<file path="src/rtl/core/cell_frame_packer_crc8_defines.svh">
// Assertion helpers; the user module must have aclk and aresetn.
`ifndef CELL_FRAME_PACKER_CRC8_DEFINES_SVH
`define CELL_FRAME_PACKER_CRC8_DEFINES_SVH

// Combinational property checked on every clock outside reset.
`define CFP_ASSERT(lbl, cond, msg) \
    lbl: assert property (@(posedge aclk) disable iff (!aresetn) (cond)) else $error(msg);

// Antecedent in one cycle implies consequent in the next.
`define CFP_ASSERT_NEXT(lbl, ante, cons, msg) \
    lbl: assert property (@(posedge aclk) disable iff (!aresetn) (ante) |=> (cons)) \
        else $error(msg);

`endif

</file>
<file path="src/rtl/core/cfp_pkg.sv">
package cfp_pkg;

    localparam int S_TDATA_W  = 64;
    localparam int FRAME_LEN  = 10;
    localparam int DATA_BYTES = FRAME_LEN - 1;
    localparam int IDX_W      = $clog2(FRAME_LEN);
    localparam int NUM_SLOTS  = 5;
    localparam int READING_W  = 10;
    localparam int LINE_W     = 5;

    localparam logic [7:0]       CRC_POLY = 8'h8D;
    localparam logic [IDX_W-1:0] LAST_IDX = IDX_W'(FRAME_LEN - 1);

    typedef logic [7:0] byte_t;
    typedef byte_t [DATA_BYTES-1:0] frame_t;

    typedef enum logic [1:0] {
        REG_VOLT_ID    = 2'd0,
        REG_TEMP_ID    = 2'd1,
        REG_VOLT_COUNT = 2'd2,
        REG_TEMP_COUNT = 2'd3
    } reg_idx_t;

    typedef struct packed {
        byte_t       voltage_frame_id;
        byte_t       temperature_frame_id;
        logic [5:0]  voltage_slot_count;
        logic [7:0]  temperature_slot_count;
    } cfg_t;

    // One byte through the MSB-first CRC-8 shift register.
    function automatic byte_t crc8_byte(input byte_t crc_in, input byte_t data);
        byte_t c;
        c = crc_in ^ data;
        for (int k = 0; k < 8; k++) begin
            if (c[7]) begin
                c = {c[6:0], 1'b0} ^ CRC_POLY;
            end else begin
                c = {c[6:0], 1'b0};
            end
        end
        return c;
    endfunction

endpackage

</file>
<file path="src/rtl/core/cfp_pack.sv">
module cfp_pack (
    input  logic                            aclk,
    input  logic                            aresetn,
    input  cfp_pkg::cfg_t                   cfg,
    input  logic                            s_tvalid,
    output logic                            s_tready,
    input  logic [cfp_pkg::S_TDATA_W-1:0]   s_tdata,
    input  logic                            s_tuser,
    output logic                            frm_valid,
    input  logic                            frm_ready,
    output cfp_pkg::frame_t                 frm_data
);
    import cfp_pkg::*;

    logic                 frm_valid_reg;
    logic                 frm_valid_next;
    frame_t               frame_reg;
    frame_t               frame_next;

    logic [LINE_W-1:0]    line;
    logic [7:0]           count;
    logic [7:0]           base;
    logic [READING_W-1:0] rd [NUM_SLOTS];
    logic [NUM_SLOTS-1:0] flt;
    logic [7:0]           flags;
    logic [7:0]           slot;

    assign line = s_tdata[LINE_W-1:0];
    assign count = s_tuser ? cfg.temperature_slot_count : {2'b00, cfg.voltage_slot_count};
    assign base = {1'b0, line, 2'b00} + {3'b000, line};

    always_comb begin
        flags = 8'h00;
        slot  = 8'h00;
        for (int k = 0; k < NUM_SLOTS; k++) begin
            slot = base + 8'(k);
            if (slot < count) begin
                rd[k]  = s_tdata[LINE_W + k*READING_W +: READING_W];
                flt[k] = s_tdata[LINE_W + NUM_SLOTS*READING_W + k];
            end else begin
                rd[k]  = '0;
                flt[k] = 1'b0;
            end
            flags[7-k] = flt[k];
        end
    end

    always_comb begin
        if (s_tuser) begin
            frame_next[0] = cfg.temperature_frame_id;
            frame_next[1] = flags | {5'b00000, line[4:2]};
            frame_next[2] = {line[1:0], 4'b0000, rd[0][9:8]};
        end else begin
            frame_next[0] = cfg.voltage_frame_id;
            frame_next[1] = flags | {3'b000, line};
            frame_next[2] = {6'b000000, rd[0][9:8]};
        end
        frame_next[3] = rd[0][7:0];
        frame_next[4] = rd[1][9:2];
        frame_next[5] = {rd[1][1:0], rd[2][9:4]};
        frame_next[6] = {rd[2][3:0], rd[3][9:6]};
        frame_next[7] = {rd[3][5:0], rd[4][9:8]};
        frame_next[8] = rd[4][7:0];
    end

    assign s_tready = !frm_valid_reg || frm_ready;

    always_comb begin
        frm_valid_next = frm_valid_reg;
        if (s_tvalid && s_tready) begin
            frm_valid_next = 1'b1;
        end else if (frm_ready) begin
            frm_valid_next = 1'b0;
        end
    end

    always_ff @(posedge aclk) begin
        if (!aresetn) begin
            frm_valid_reg <= 1'b0;
        end else begin
            frm_valid_reg <= frm_valid_next;
        end
    end

    always_ff @(posedge aclk) begin
        if (s_tvalid && s_tready) begin
            frame_reg <= frame_next;
        end
    end

    assign frm_valid = frm_valid_reg;
    assign frm_data  = frame_reg;

endmodule

</file>
<file path="src/rtl/core/cfp_ser.sv">
`include "cell_frame_packer_crc8_defines.svh"

module cfp_ser (
    input  logic            aclk,
    input  logic            aresetn,
    input  logic            frm_valid,
    output logic            frm_ready,
    input  cfp_pkg::frame_t frm_data,
    output logic            m_tvalid,
    input  logic            m_tready,
    output logic [7:0]      m_tdata,
    output logic            m_tlast
);
    import cfp_pkg::*;

    logic             busy_reg;
    logic             busy_next;
    logic [IDX_W-1:0] idx_reg;
    logic [IDX_W-1:0] idx_next;
    byte_t            crc_reg;
    byte_t            crc_next;
    frame_t           frame_reg;
    byte_t            cur_byte;
    logic             take;
    logic             at_last;

    assign at_last = (idx_reg == LAST_IDX);
    assign take    = busy_reg && m_tready;

    always_comb begin
        if (at_last) begin
            cur_byte = crc_reg;
        end else begin
            cur_byte = frame_reg[idx_reg];
        end
    end

    assign frm_ready = !busy_reg || (take && at_last);

    always_comb begin
        busy_next = busy_reg;
        idx_next  = idx_reg;
        crc_next  = crc_reg;
        if (frm_valid && frm_ready) begin
            busy_next = 1'b1;
            idx_next  = '0;
            crc_next  = 8'h00;
        end else if (take) begin
            if (at_last) begin
                busy_next = 1'b0;
            end else begin
                idx_next = idx_reg + 1'b1;
                crc_next = crc8_byte(crc_reg, cur_byte);
            end
        end
    end

    always_ff @(posedge aclk) begin
        if (!aresetn) begin
            busy_reg <= 1'b0;
            idx_reg  <= '0;
            crc_reg  <= 8'h00;
        end else begin
            busy_reg <= busy_next;
            idx_reg  <= idx_next;
            crc_reg  <= crc_next;
        end
    end

    always_ff @(posedge aclk) begin
        if (frm_valid && frm_ready) begin
            frame_reg <= frm_data;
        end
    end

    assign m_tvalid = busy_reg;
    assign m_tdata  = cur_byte;
    assign m_tlast  = at_last;

    `CFP_ASSERT(a_idx_range, !busy_reg || idx_reg <= LAST_IDX, "byte index out of range")
    `CFP_ASSERT_NEXT(a_mid_frame, take && !at_last, m_tvalid && idx_reg == $past(idx_reg) + 1'b1,
        "frame cut short")
    `CFP_ASSERT_NEXT(a_end_idle, take && at_last && !frm_valid, !m_tvalid,
        "word shown after frame end")
    `CFP_ASSERT_NEXT(a_load_start, frm_valid && frm_ready,
        m_tvalid && idx_reg == '0 && crc_reg == 8'h00, "frame load did not restart")

endmodule

</file>
<file path="src/rtl/core/cell_frame_packer_crc8.sv">
// Cell frame packer with CRC-8 (poly 0x8D, init 0).
// Input channel s_*: one word is one line of five 10-bit readings, their
// fault flags and a line index; s_tuser selects voltage (0) or temperature (1).
// Output channel m_*: each input word becomes ten one-byte words; m_tlast
// marks the tenth, the CRC over the first nine.
// Config port: cfg_wr_en/cfg_addr/cfg_wdata, index 0 voltage id, 1 temperature
// id, 2 voltage slot count (low 6 bits), 3 temperature slot count. Write only
// while the block is idle.
// A taken input word is registered in the packer's frame buffer, then loaded
// into the byte serializer, which shows its first byte. The input word rate is
// set by the byte serializer, which sends one byte per cycle while m_tready is
// high and folds it into the CRC register as it goes. One packed frame waits
// in a buffer, so the next word is taken while the current frame is still
// going out and frames follow with no gap.
// Reset (aresetn low, synchronous): pipeline empty, ids 0, counts 40 and 160.
// A stalled m_tready holds the current byte; once the buffer is full as well,
// s_tready drops.
module cell_frame_packer_crc8 (
    input  logic        aclk,
    input  logic        aresetn,
    input  logic        cfg_wr_en,
    input  logic [1:0]  cfg_addr,
    input  logic [7:0]  cfg_wdata,
    input  logic        s_tvalid,
    output logic        s_tready,
    // line_index[4:0], reading_a..reading_e[54:5], fault_a..fault_e[59:55], zero pad
    input  logic [63:0] s_tdata,
    // cmd
    input  logic        s_tuser,
    output logic        m_tvalid,
    input  logic        m_tready,
    // frame_byte
    output logic [7:0]  m_tdata,
    output logic        m_tlast
);
    import cfp_pkg::*;

    cfg_t   cfg_reg;
    cfg_t   cfg_next;
    logic   frm_valid;
    logic   frm_ready;
    frame_t frm_data;

    always_comb begin
        cfg_next = cfg_reg;
        if (cfg_wr_en) begin
            case (reg_idx_t'(cfg_addr))
                REG_VOLT_ID:    cfg_next.voltage_frame_id       = cfg_wdata;
                REG_TEMP_ID:    cfg_next.temperature_frame_id   = cfg_wdata;
                REG_VOLT_COUNT: cfg_next.voltage_slot_count     = cfg_wdata[5:0];
                REG_TEMP_COUNT: cfg_next.temperature_slot_count = cfg_wdata;
                default:        cfg_next = cfg_reg;
            endcase
        end
    end

    always_ff @(posedge aclk) begin
        if (!aresetn) begin
            cfg_reg.voltage_frame_id       <= 8'd0;
            cfg_reg.temperature_frame_id   <= 8'd0;
            cfg_reg.voltage_slot_count     <= 6'd40;
            cfg_reg.temperature_slot_count <= 8'd160;
        end else begin
            cfg_reg <= cfg_next;
        end
    end

    cfp_pack u_pack (
        .aclk      (aclk),
        .aresetn   (aresetn),
        .cfg       (cfg_reg),
        .s_tvalid  (s_tvalid),
        .s_tready  (s_tready),
        .s_tdata   (s_tdata),
        .s_tuser   (s_tuser),
        .frm_valid (frm_valid),
        .frm_ready (frm_ready),
        .frm_data  (frm_data)
    );

    cfp_ser u_ser (
        .aclk      (aclk),
        .aresetn   (aresetn),
        .frm_valid (frm_valid),
        .frm_ready (frm_ready),
        .frm_data  (frm_data),
        .m_tvalid  (m_tvalid),
        .m_tready  (m_tready),
        .m_tdata   (m_tdata),
        .m_tlast   (m_tlast)
    );

endmodule
</file>
<file path="config.mk">
export PLATFORM = sky130hd
export DESIGN_NAME = cell_frame_packer_crc8
export DESIGN_NICKNAME = d
export VERILOG_FILES = /design/src/rtl/core/cfp_pkg.sv /design/src/rtl/core/cfp_pack.sv /design/src/rtl/core/cfp_ser.sv /design/src/rtl/core/cell_frame_packer_crc8.sv
export VERILOG_INCLUDE_DIRS = /design/src /design/src/rtl/core
export SDC_FILE = /design/constraint.sdc
export NUM_CORES = 1
export LEC_CHECK = 0
export BUFFER_PORTS_ARGS = -buffer_cell sky130_fd_sc_hd__buf_4
export CAP_MARGIN = 20
export CORE_MARGIN = 3
export CORE_UTILIZATION = 55
export CTS_CLUSTER_SIZE = 8
export DETAILED_ROUTE_END_ITERATION = 8
export PLACE_DENSITY_LB_ADDON = 0.12
export SLEW_MARGIN = 20
export SYNTH_ARGS = -nofsm -noshare
export SYNTH_HDL_FRONTEND = slang
export SYNTH_SLANG_ARGS = --single-unit
</file>
<file path="constraint.sdc">
create_clock -name aclk -period 7 [get_ports aclk]
set_input_delay 0.7 -clock aclk [delete_from_list [all_inputs] [get_ports aclk]]
set_output_delay 0.7 -clock aclk [all_outputs]
set_load 0.01 [all_outputs]
</file>
### After elaboration in Yosys (flattened, before gate mapping)

Index checks and enable logic that the tools add are counted.

* bits in registers: 184
* output and inout port bits: 11
* bits of input ports: 80

* $lt $le $gt $ge: 6
* bitwise logic cells: 13
* reduce and logical (&&, ||, !) cells: 19
* mux-type cells: 45
* add/subtract/negate cells: 6
* equal/unequal tests: 4

Operators by type and width (count)
* $mux 8: 32
* $lt 8x8->1: 5
* $bmux 8 s4: 1
* $not 4->4: 8
* $add 8x2->8 const B: 2
* $mux 16: 1
* $reduce_and 2->1: 6
* $mux 1: 10
* $mux 10: 1
* $add 7x5->8: 1
* $add 8x1->8 const B: 1
* $add 8x3->8 const B: 1
* $or 8x3->8: 1
* $or 8x5->8: 1
* $xor 8x8->8: 1
* $reduce_bool 2->1: 3
* $lt 4x5->1 const B: 1
* $add 4x1->4 const B: 1
* $eq 2x2->1 const B: 2
* $eq 4x4->1 const B: 1
* $logic_and 1x1->1: 4
* $eq 2x1->1 const B: 1
* $logic_not 1->1: 2
* $logic_not 2->1: 1
* other kinds (3): 5

### Logic depth before layout (Yosys ltp)

* word-level depth: 41
* depth in mapped cells: 15

### By module

From an unflattened synthesis, not the netlist that was laid out.

* cells, all modules: 732
* area total of the unflattened synthesis: 9233.9 µm²

By module, submodules not included
* cfp_pack: area each 4122.7 µm², instances 1, cells an instance 351, sequential area each 2062.0 µm²
* cfp_ser: area each 3981.3 µm², instances 1, cells an instance 269, sequential area each 2422.3 µm²
* cell_frame_packer_crc8: area each 1129.8 µm², instances 1, cells an instance 112, sequential area each 600.6 µm²

### Worst setup path after synthesis

Ideal clock, no wire load.

* kind: flip-flop to flip-flop
* start: register u_ser.idx_reg[1]
* end: register u_pack.frame_reg, in the netlist u_pack.frm_data[0], enable pin
* path buffers: 3
* library setup time: 0.434 ns
* data arrival time: 3.624 ns
* path slack: 2.942 ns
* required time: 6.566 ns
* stages on the path, launching flop included: 12
* cell sequence: dfxtp_1 buf_6 inv_1 ha_1 inv_1 or2_1 clkbuf_1 inv_2 clkbuf_1 a21boi_0 nand2_1 and2_1

* longest elaborated chain between the ends: 5

RTL lines
* start: declaration: line cfp_ser.sv:18 `logic [IDX_W-1:0] idx_reg;`
* start signal: assignment: line cfp_ser.sv:65 `idx_reg <= idx_next;`
* $eq 4x4->1: line cfp_ser.sv:27 `assign at_last = (idx_reg == LAST_IDX);`
* named net m_tlast: line cell_frame_packer_crc8.sv:34 `output logic m_tlast`
* $logic_and 1x1->1: line cfp_ser.sv:38 `assign frm_ready = !busy_reg || (take && at_last);`
* $logic_or 1x1->1: line cfp_ser.sv:38
* $logic_or 1x1->1: line cfp_pack.sv:66 `assign s_tready = !frm_valid_reg || frm_ready;`
* named net s_tready: line cell_frame_packer_crc8.sv:25 `output logic s_tready,`
* $logic_and 1x1->1: line cfp_pack.sv:86 `if (s_tvalid && s_tready) begin`
* end signal: assignment: line cfp_pack.sv:87 `frame_reg <= frame_next;`
* end: declaration: line cfp_pack.sv:17 `frame_t frame_reg;`

The timed path passes the listed nets, and every way through them passes these cells.
A chain may end at the register's enable or synchronous reset.

### Final worst setup path

* start: register u_ser.idx_reg[1]
* end: register u_ser.crc_reg[7]

* longest elaborated chain between the ends: 36
* elaborated cells on any way between the ends: 48
* classes of those cells: eq/ne (1); mux (32); bitwise (10); reduce/logical (5)

RTL lines
* $bmux 8 s4: line cfp_ser.sv:34 `cur_byte = frame_reg[idx_reg];`
* $mux 8 (implied by the code): line cfp_ser.sv:34
* $mux 8: line cfp_ser.sv:31 `if (at_last) begin`
* $xor 8x8->8: line cfp_pkg.sv:34 `c = crc_in ^ data;`
* $mux 8 or $not 4->4 (tied branches)
* $mux 8 (on tied branches): line cfp_ser.sv:49, cfp_pkg.sv:36
* $mux 8 (on tied branches): line cfp_ser.sv:48, cfp_ser.sv:49
* $mux 8 (on tied branches): line cfp_ser.sv:44, cfp_ser.sv:48
* [20 not listed]
* $mux 8 (on tied branches): line cfp_ser.sv:48, cfp_ser.sv:49
* $mux 8 (on tied branches): line cfp_ser.sv:44, cfp_ser.sv:48
* $mux 8 (tied with other cells): line cfp_pkg.sv:36 `if (c[7]) begin`
* $mux 8 (on tied branches): line cfp_ser.sv:49, cfp_pkg.sv:36
* $mux 8 (on tied branches): line cfp_ser.sv:48, cfp_ser.sv:49
* $mux 8 (on tied branches): line cfp_ser.sv:44, cfp_ser.sv:48
* $not 4->4 (no source line) or $mux 8 (tied branches)
* $mux 8: line cfp_pkg.sv:36
* end signal: assignment: line cfp_ser.sv:66 `crc_reg <= crc_next;`
* end: declaration: line cfp_ser.sv:20 `byte_t crc_reg;`

Parallel ways exist; a longest one is shown, timed or not. The select of a mux whose other input is x is not followed.

==> out/metrics.yaml <==
sta:
  setup_tns_ns: 0
  slew_headroom_pct: 29.39
  layout_worst_path_cycle_share_pct: 58.97
  slew_violations: 0
  fmaxAchievable_ghz: 0.2422
  clock_skew_ns: 0.01170
  final_hold_viol_count: 0
  rsz0062_at_grt: "no"
  final.min_clock_period_ns: 4.128
  worst_pin_slew_ns: 1.055
  hold_slack_ns: 0.4136
  setup_viol: 0
route:
  dr.pass1.iters: 5
  drtIter0Drc: 358
  routed_wl_mm: 17.61
  ant_nets: 0
  num_vias: 5313
  viasPerCell: 5.529
  avgRoutedWirePerCell_um: 18.33
  drc_errors: 0
layout:
  fill_cells: 1170
  area_growth_pct: 15.26
  regArea_mm2: 0.004965
  multi_input_area_mm2: 0.003513
  fin_area_mm2: 0.01005
  fin_nets: 862
  layoutNonFillerInstCount: 961
  fin_util_pct: 65.41
  final_layout_size_suffix_gt1_share_pct: 20.67
  diodes: 0
die:
  core_mm2: 0.01537
  dieHeight_um: 131.9
  die_area_mm2: 0.01741
  io_pins: 91
  rows: 45
  initial_core_util_pct: 56.74
  die_w_um: 131.9
min_path:
  holdCritPathClass: "flop to flop"
synthesis:
  yosys_warnings: 0
  synth_nets: 786
  synth_compound_area_share_pct: 8.248
  yosysSeqAreaShare_pct: 56.92
  synth_top_area_share_pct: 46.82
  synth_area_leader_cell: "edfxtp_1"
  synth-xor-area-share_pct: 4.189
  async_flop_share_pct: 0
  synth.area.mux_share_pct: 9.267
  ys.flop_type: "edfxtp_1"
  yosys-top-cells-area: "edfxtp_1, dfxtp_1, ha_1, nor3b_1, mux2i_1"
  syn_area_mm2: 0.008722
  synth-simple-area-share_pct: 12.02
  synth_edf_count: 136
  yosysUniqueCellTypes: 54
  synthAdderAreaFrac_pct: 6.541
  postSynthAreaPerCell_um2: 13.20
  synth_cells: 661
  ys_ff_latch: 180
  synth_top_family_by_area: "simple AND/OR/NAND/NOR gates"
worst_setup_path:
  timing.rr.start: "u_ser.idx_reg[1]"
  cp_max_fo: 11
  setup.worst_path.class: "flop to flop"
  crit_path_end_kind: "flop"
  endpoint: "u_ser.crc_reg[7]"
  required_ns: 7.35
  worst-r2r-cell-count: 10
  crit_start: "u_ser.idx_reg[1]"
  cp-start-kind: "flop"
  reg2reg_to: "u_ser.crc_reg[7]"
  rrSetupSlack_ns: 2.87
  arrival_ns: 4.48
grt:
  grt_usage_pct: 21.21
  antenna_found_initial: 0
  grt_pass1_wl_mm: 28.73
  grt_overflow_total: 0
  grt_max_degree: 69
  grt_pass1_vias: 5532
clocking:
  cts.path.max_buffers: 2
  worstSkewPairLatency_ns: 0.43
  cts_made_buffers: 17
  cts_sinks: 180
  cts.clk_slew.worst_paths_ns: 0.07
  cts_resized: 0
  clockRootBuffer: "clkbuf_16"
  post_cts_buffers: 0
  cts_max_level: 4
  cts_tree: "yes"
  holdBufCountCts: 0
place:
  port_buffers: 86
  hpwlAfterDp_mm: 12.70
  placedCellCount: 929
  routabilityCongestion: 0.8452
  dpl_cell_area_mm2: 0.009519
pwr:
  power.density_mw_per_mm2: 257.0
  leakagePower_nw: 3.851
  max-vdd-ir-drop_uv: 178.5
job:
  max_cap_viol_count: 0
status:
  outcome: "finished clean"
-- logic make-up after synthesis --
family                   Yosys count
multiplexers                      64
buffers and inverters             59
XOR/XNOR                          37
AO/OA/AOI/OAI                    100
flip-flops                       180
AND/OR/NAND/NOR                  176
adder cells (fa/ha/maj)           45
-- stage by stage --
| step | total power [mW] | setup WS [ns] |
|---|---|---|
| 3_5_place_dp | 1.740 | 2.920 |
| 6_report | 2.584 | 2.872 |
| 5_1_grt | 2.698 | 2.666 |
| 4_1_cts | 2.604 | 2.885 |
| 2_1_floorplan | 1.610 | 2.942 |
| 3_3_place_gp | 1.722 | 3.016 |
-- per-layer routing --
metal / global-route usage (%) / wire length (um) / vias to the layer above / share of wire [%]
met5: 0 / 0 / - / 0
met3: 4.046 / 538 / 29 / 3.1
met4: 8.810 / 451 / 0 / 2.6
li1: - / - / 2595 / -
met2: 37.03 / 9027 / 103 / 51
met1: 25.93 / 7596 / 2586 / 43
-- cell type report --
cell class	instances	area share [%]
clock buffer	20	4.343
clock inverter	12	0.9708
inverter	25	0.9334
multi-input combinational	422	34.95
sequential	180	49.38
tap	211	2.626
timing repair buffer	91	6.795
-- critical path: stages (launching register included) --
cell	delay, ns
dfxtp_1	0.66
buf_4	0.30
mux4_2	0.53
mux2i_1	0.24
o22ai_1	0.33
xnor2_1	0.23
a211o_1	0.32
or4_4	0.58
xnor3_1	0.44
mux2i_1	0.23
mux2i_1	0.19
-- Yosys cell counts (3+ instances only) --
library cell	instances
a211o_1	3
a211oi_1	5
a21boi_0	11
a21oi_1	17
a221oi_1	3
and2_1	4
and3_1	3
buf_2	4
clkbuf_1	25
dfxtp_1	44
edfxtp_1	136
ha_1	44
inv_1	22
mux2_2	12
mux2i_1	38
mux4_2	12
nand2_1	34
nand2b_1	8
nand3_1	8
nor2_1	20
nor2b_1	26
nor3_1	3
nor3b_1	56
o21a_1	36
o21ai_0	11
o22ai_1	3
o32ai_1	4
or3_1	3
xnor2_1	25
xnor3_1	3
xor2_1	9
-- placed cells by master, fill, tap and decap left out, drive strengths merged, types with 3 or more instances in the layout --
cell type / count
a211o: 3
a211oi: 5
a21boi: 11
a21oi: 17
a221oi: 4
and2: 4
and3: 3
buf: 91
clkbuf: 20
clkinv: 6
dfxtp: 44
edfxtp: 136
ha: 44
inv: 29
mux2: 14
mux2i: 38
mux4: 12
nand2: 34
nand2b: 8
nand3: 8
nor2: 21
nor2b: 26
nor3: 3
nor3b: 56
o21a: 36
o21ai: 11
o22ai: 3
o32ai: 5
or3: 3
xnor2: 25
xnor3: 3
xor2: 9
-- worst min path at each step --
| stage | start | endpoint | slack [ns] | cells after the start |
|---|---|---|---|---|
| floorplan | u_pack.frm_data[0] | u_ser.frame_reg[0] | 0.40 | 0 |
| detailed placement | u_pack.frm_data[22] | u_ser.frame_reg[22] | 0.40 | 0 |
| finish | u_pack.frm_data[66] | u_ser.frame_reg[66] | 0.41 | 0 |
| global route | u_pack.frm_data[41] | u_ser.frame_reg[41] | 0.42 | 0 |
| CTS | u_pack.frm_data[67] | u_ser.frame_reg[67] | 0.42 | 0 |
| global placement | u_pack.frm_data[59] | u_ser.frame_reg[59] | 0.40 | 0 |
-- power by group --
part	leakage [nW]	switching [mW]	internal [mW]
clock network	0.259	0.404	0.462
registers	1.68	0.0276	1.25
logic	1.91	0.229	0.213
total	3.85	0.661	1.92
No activity file was read; power rests on OpenSTA's default activity.
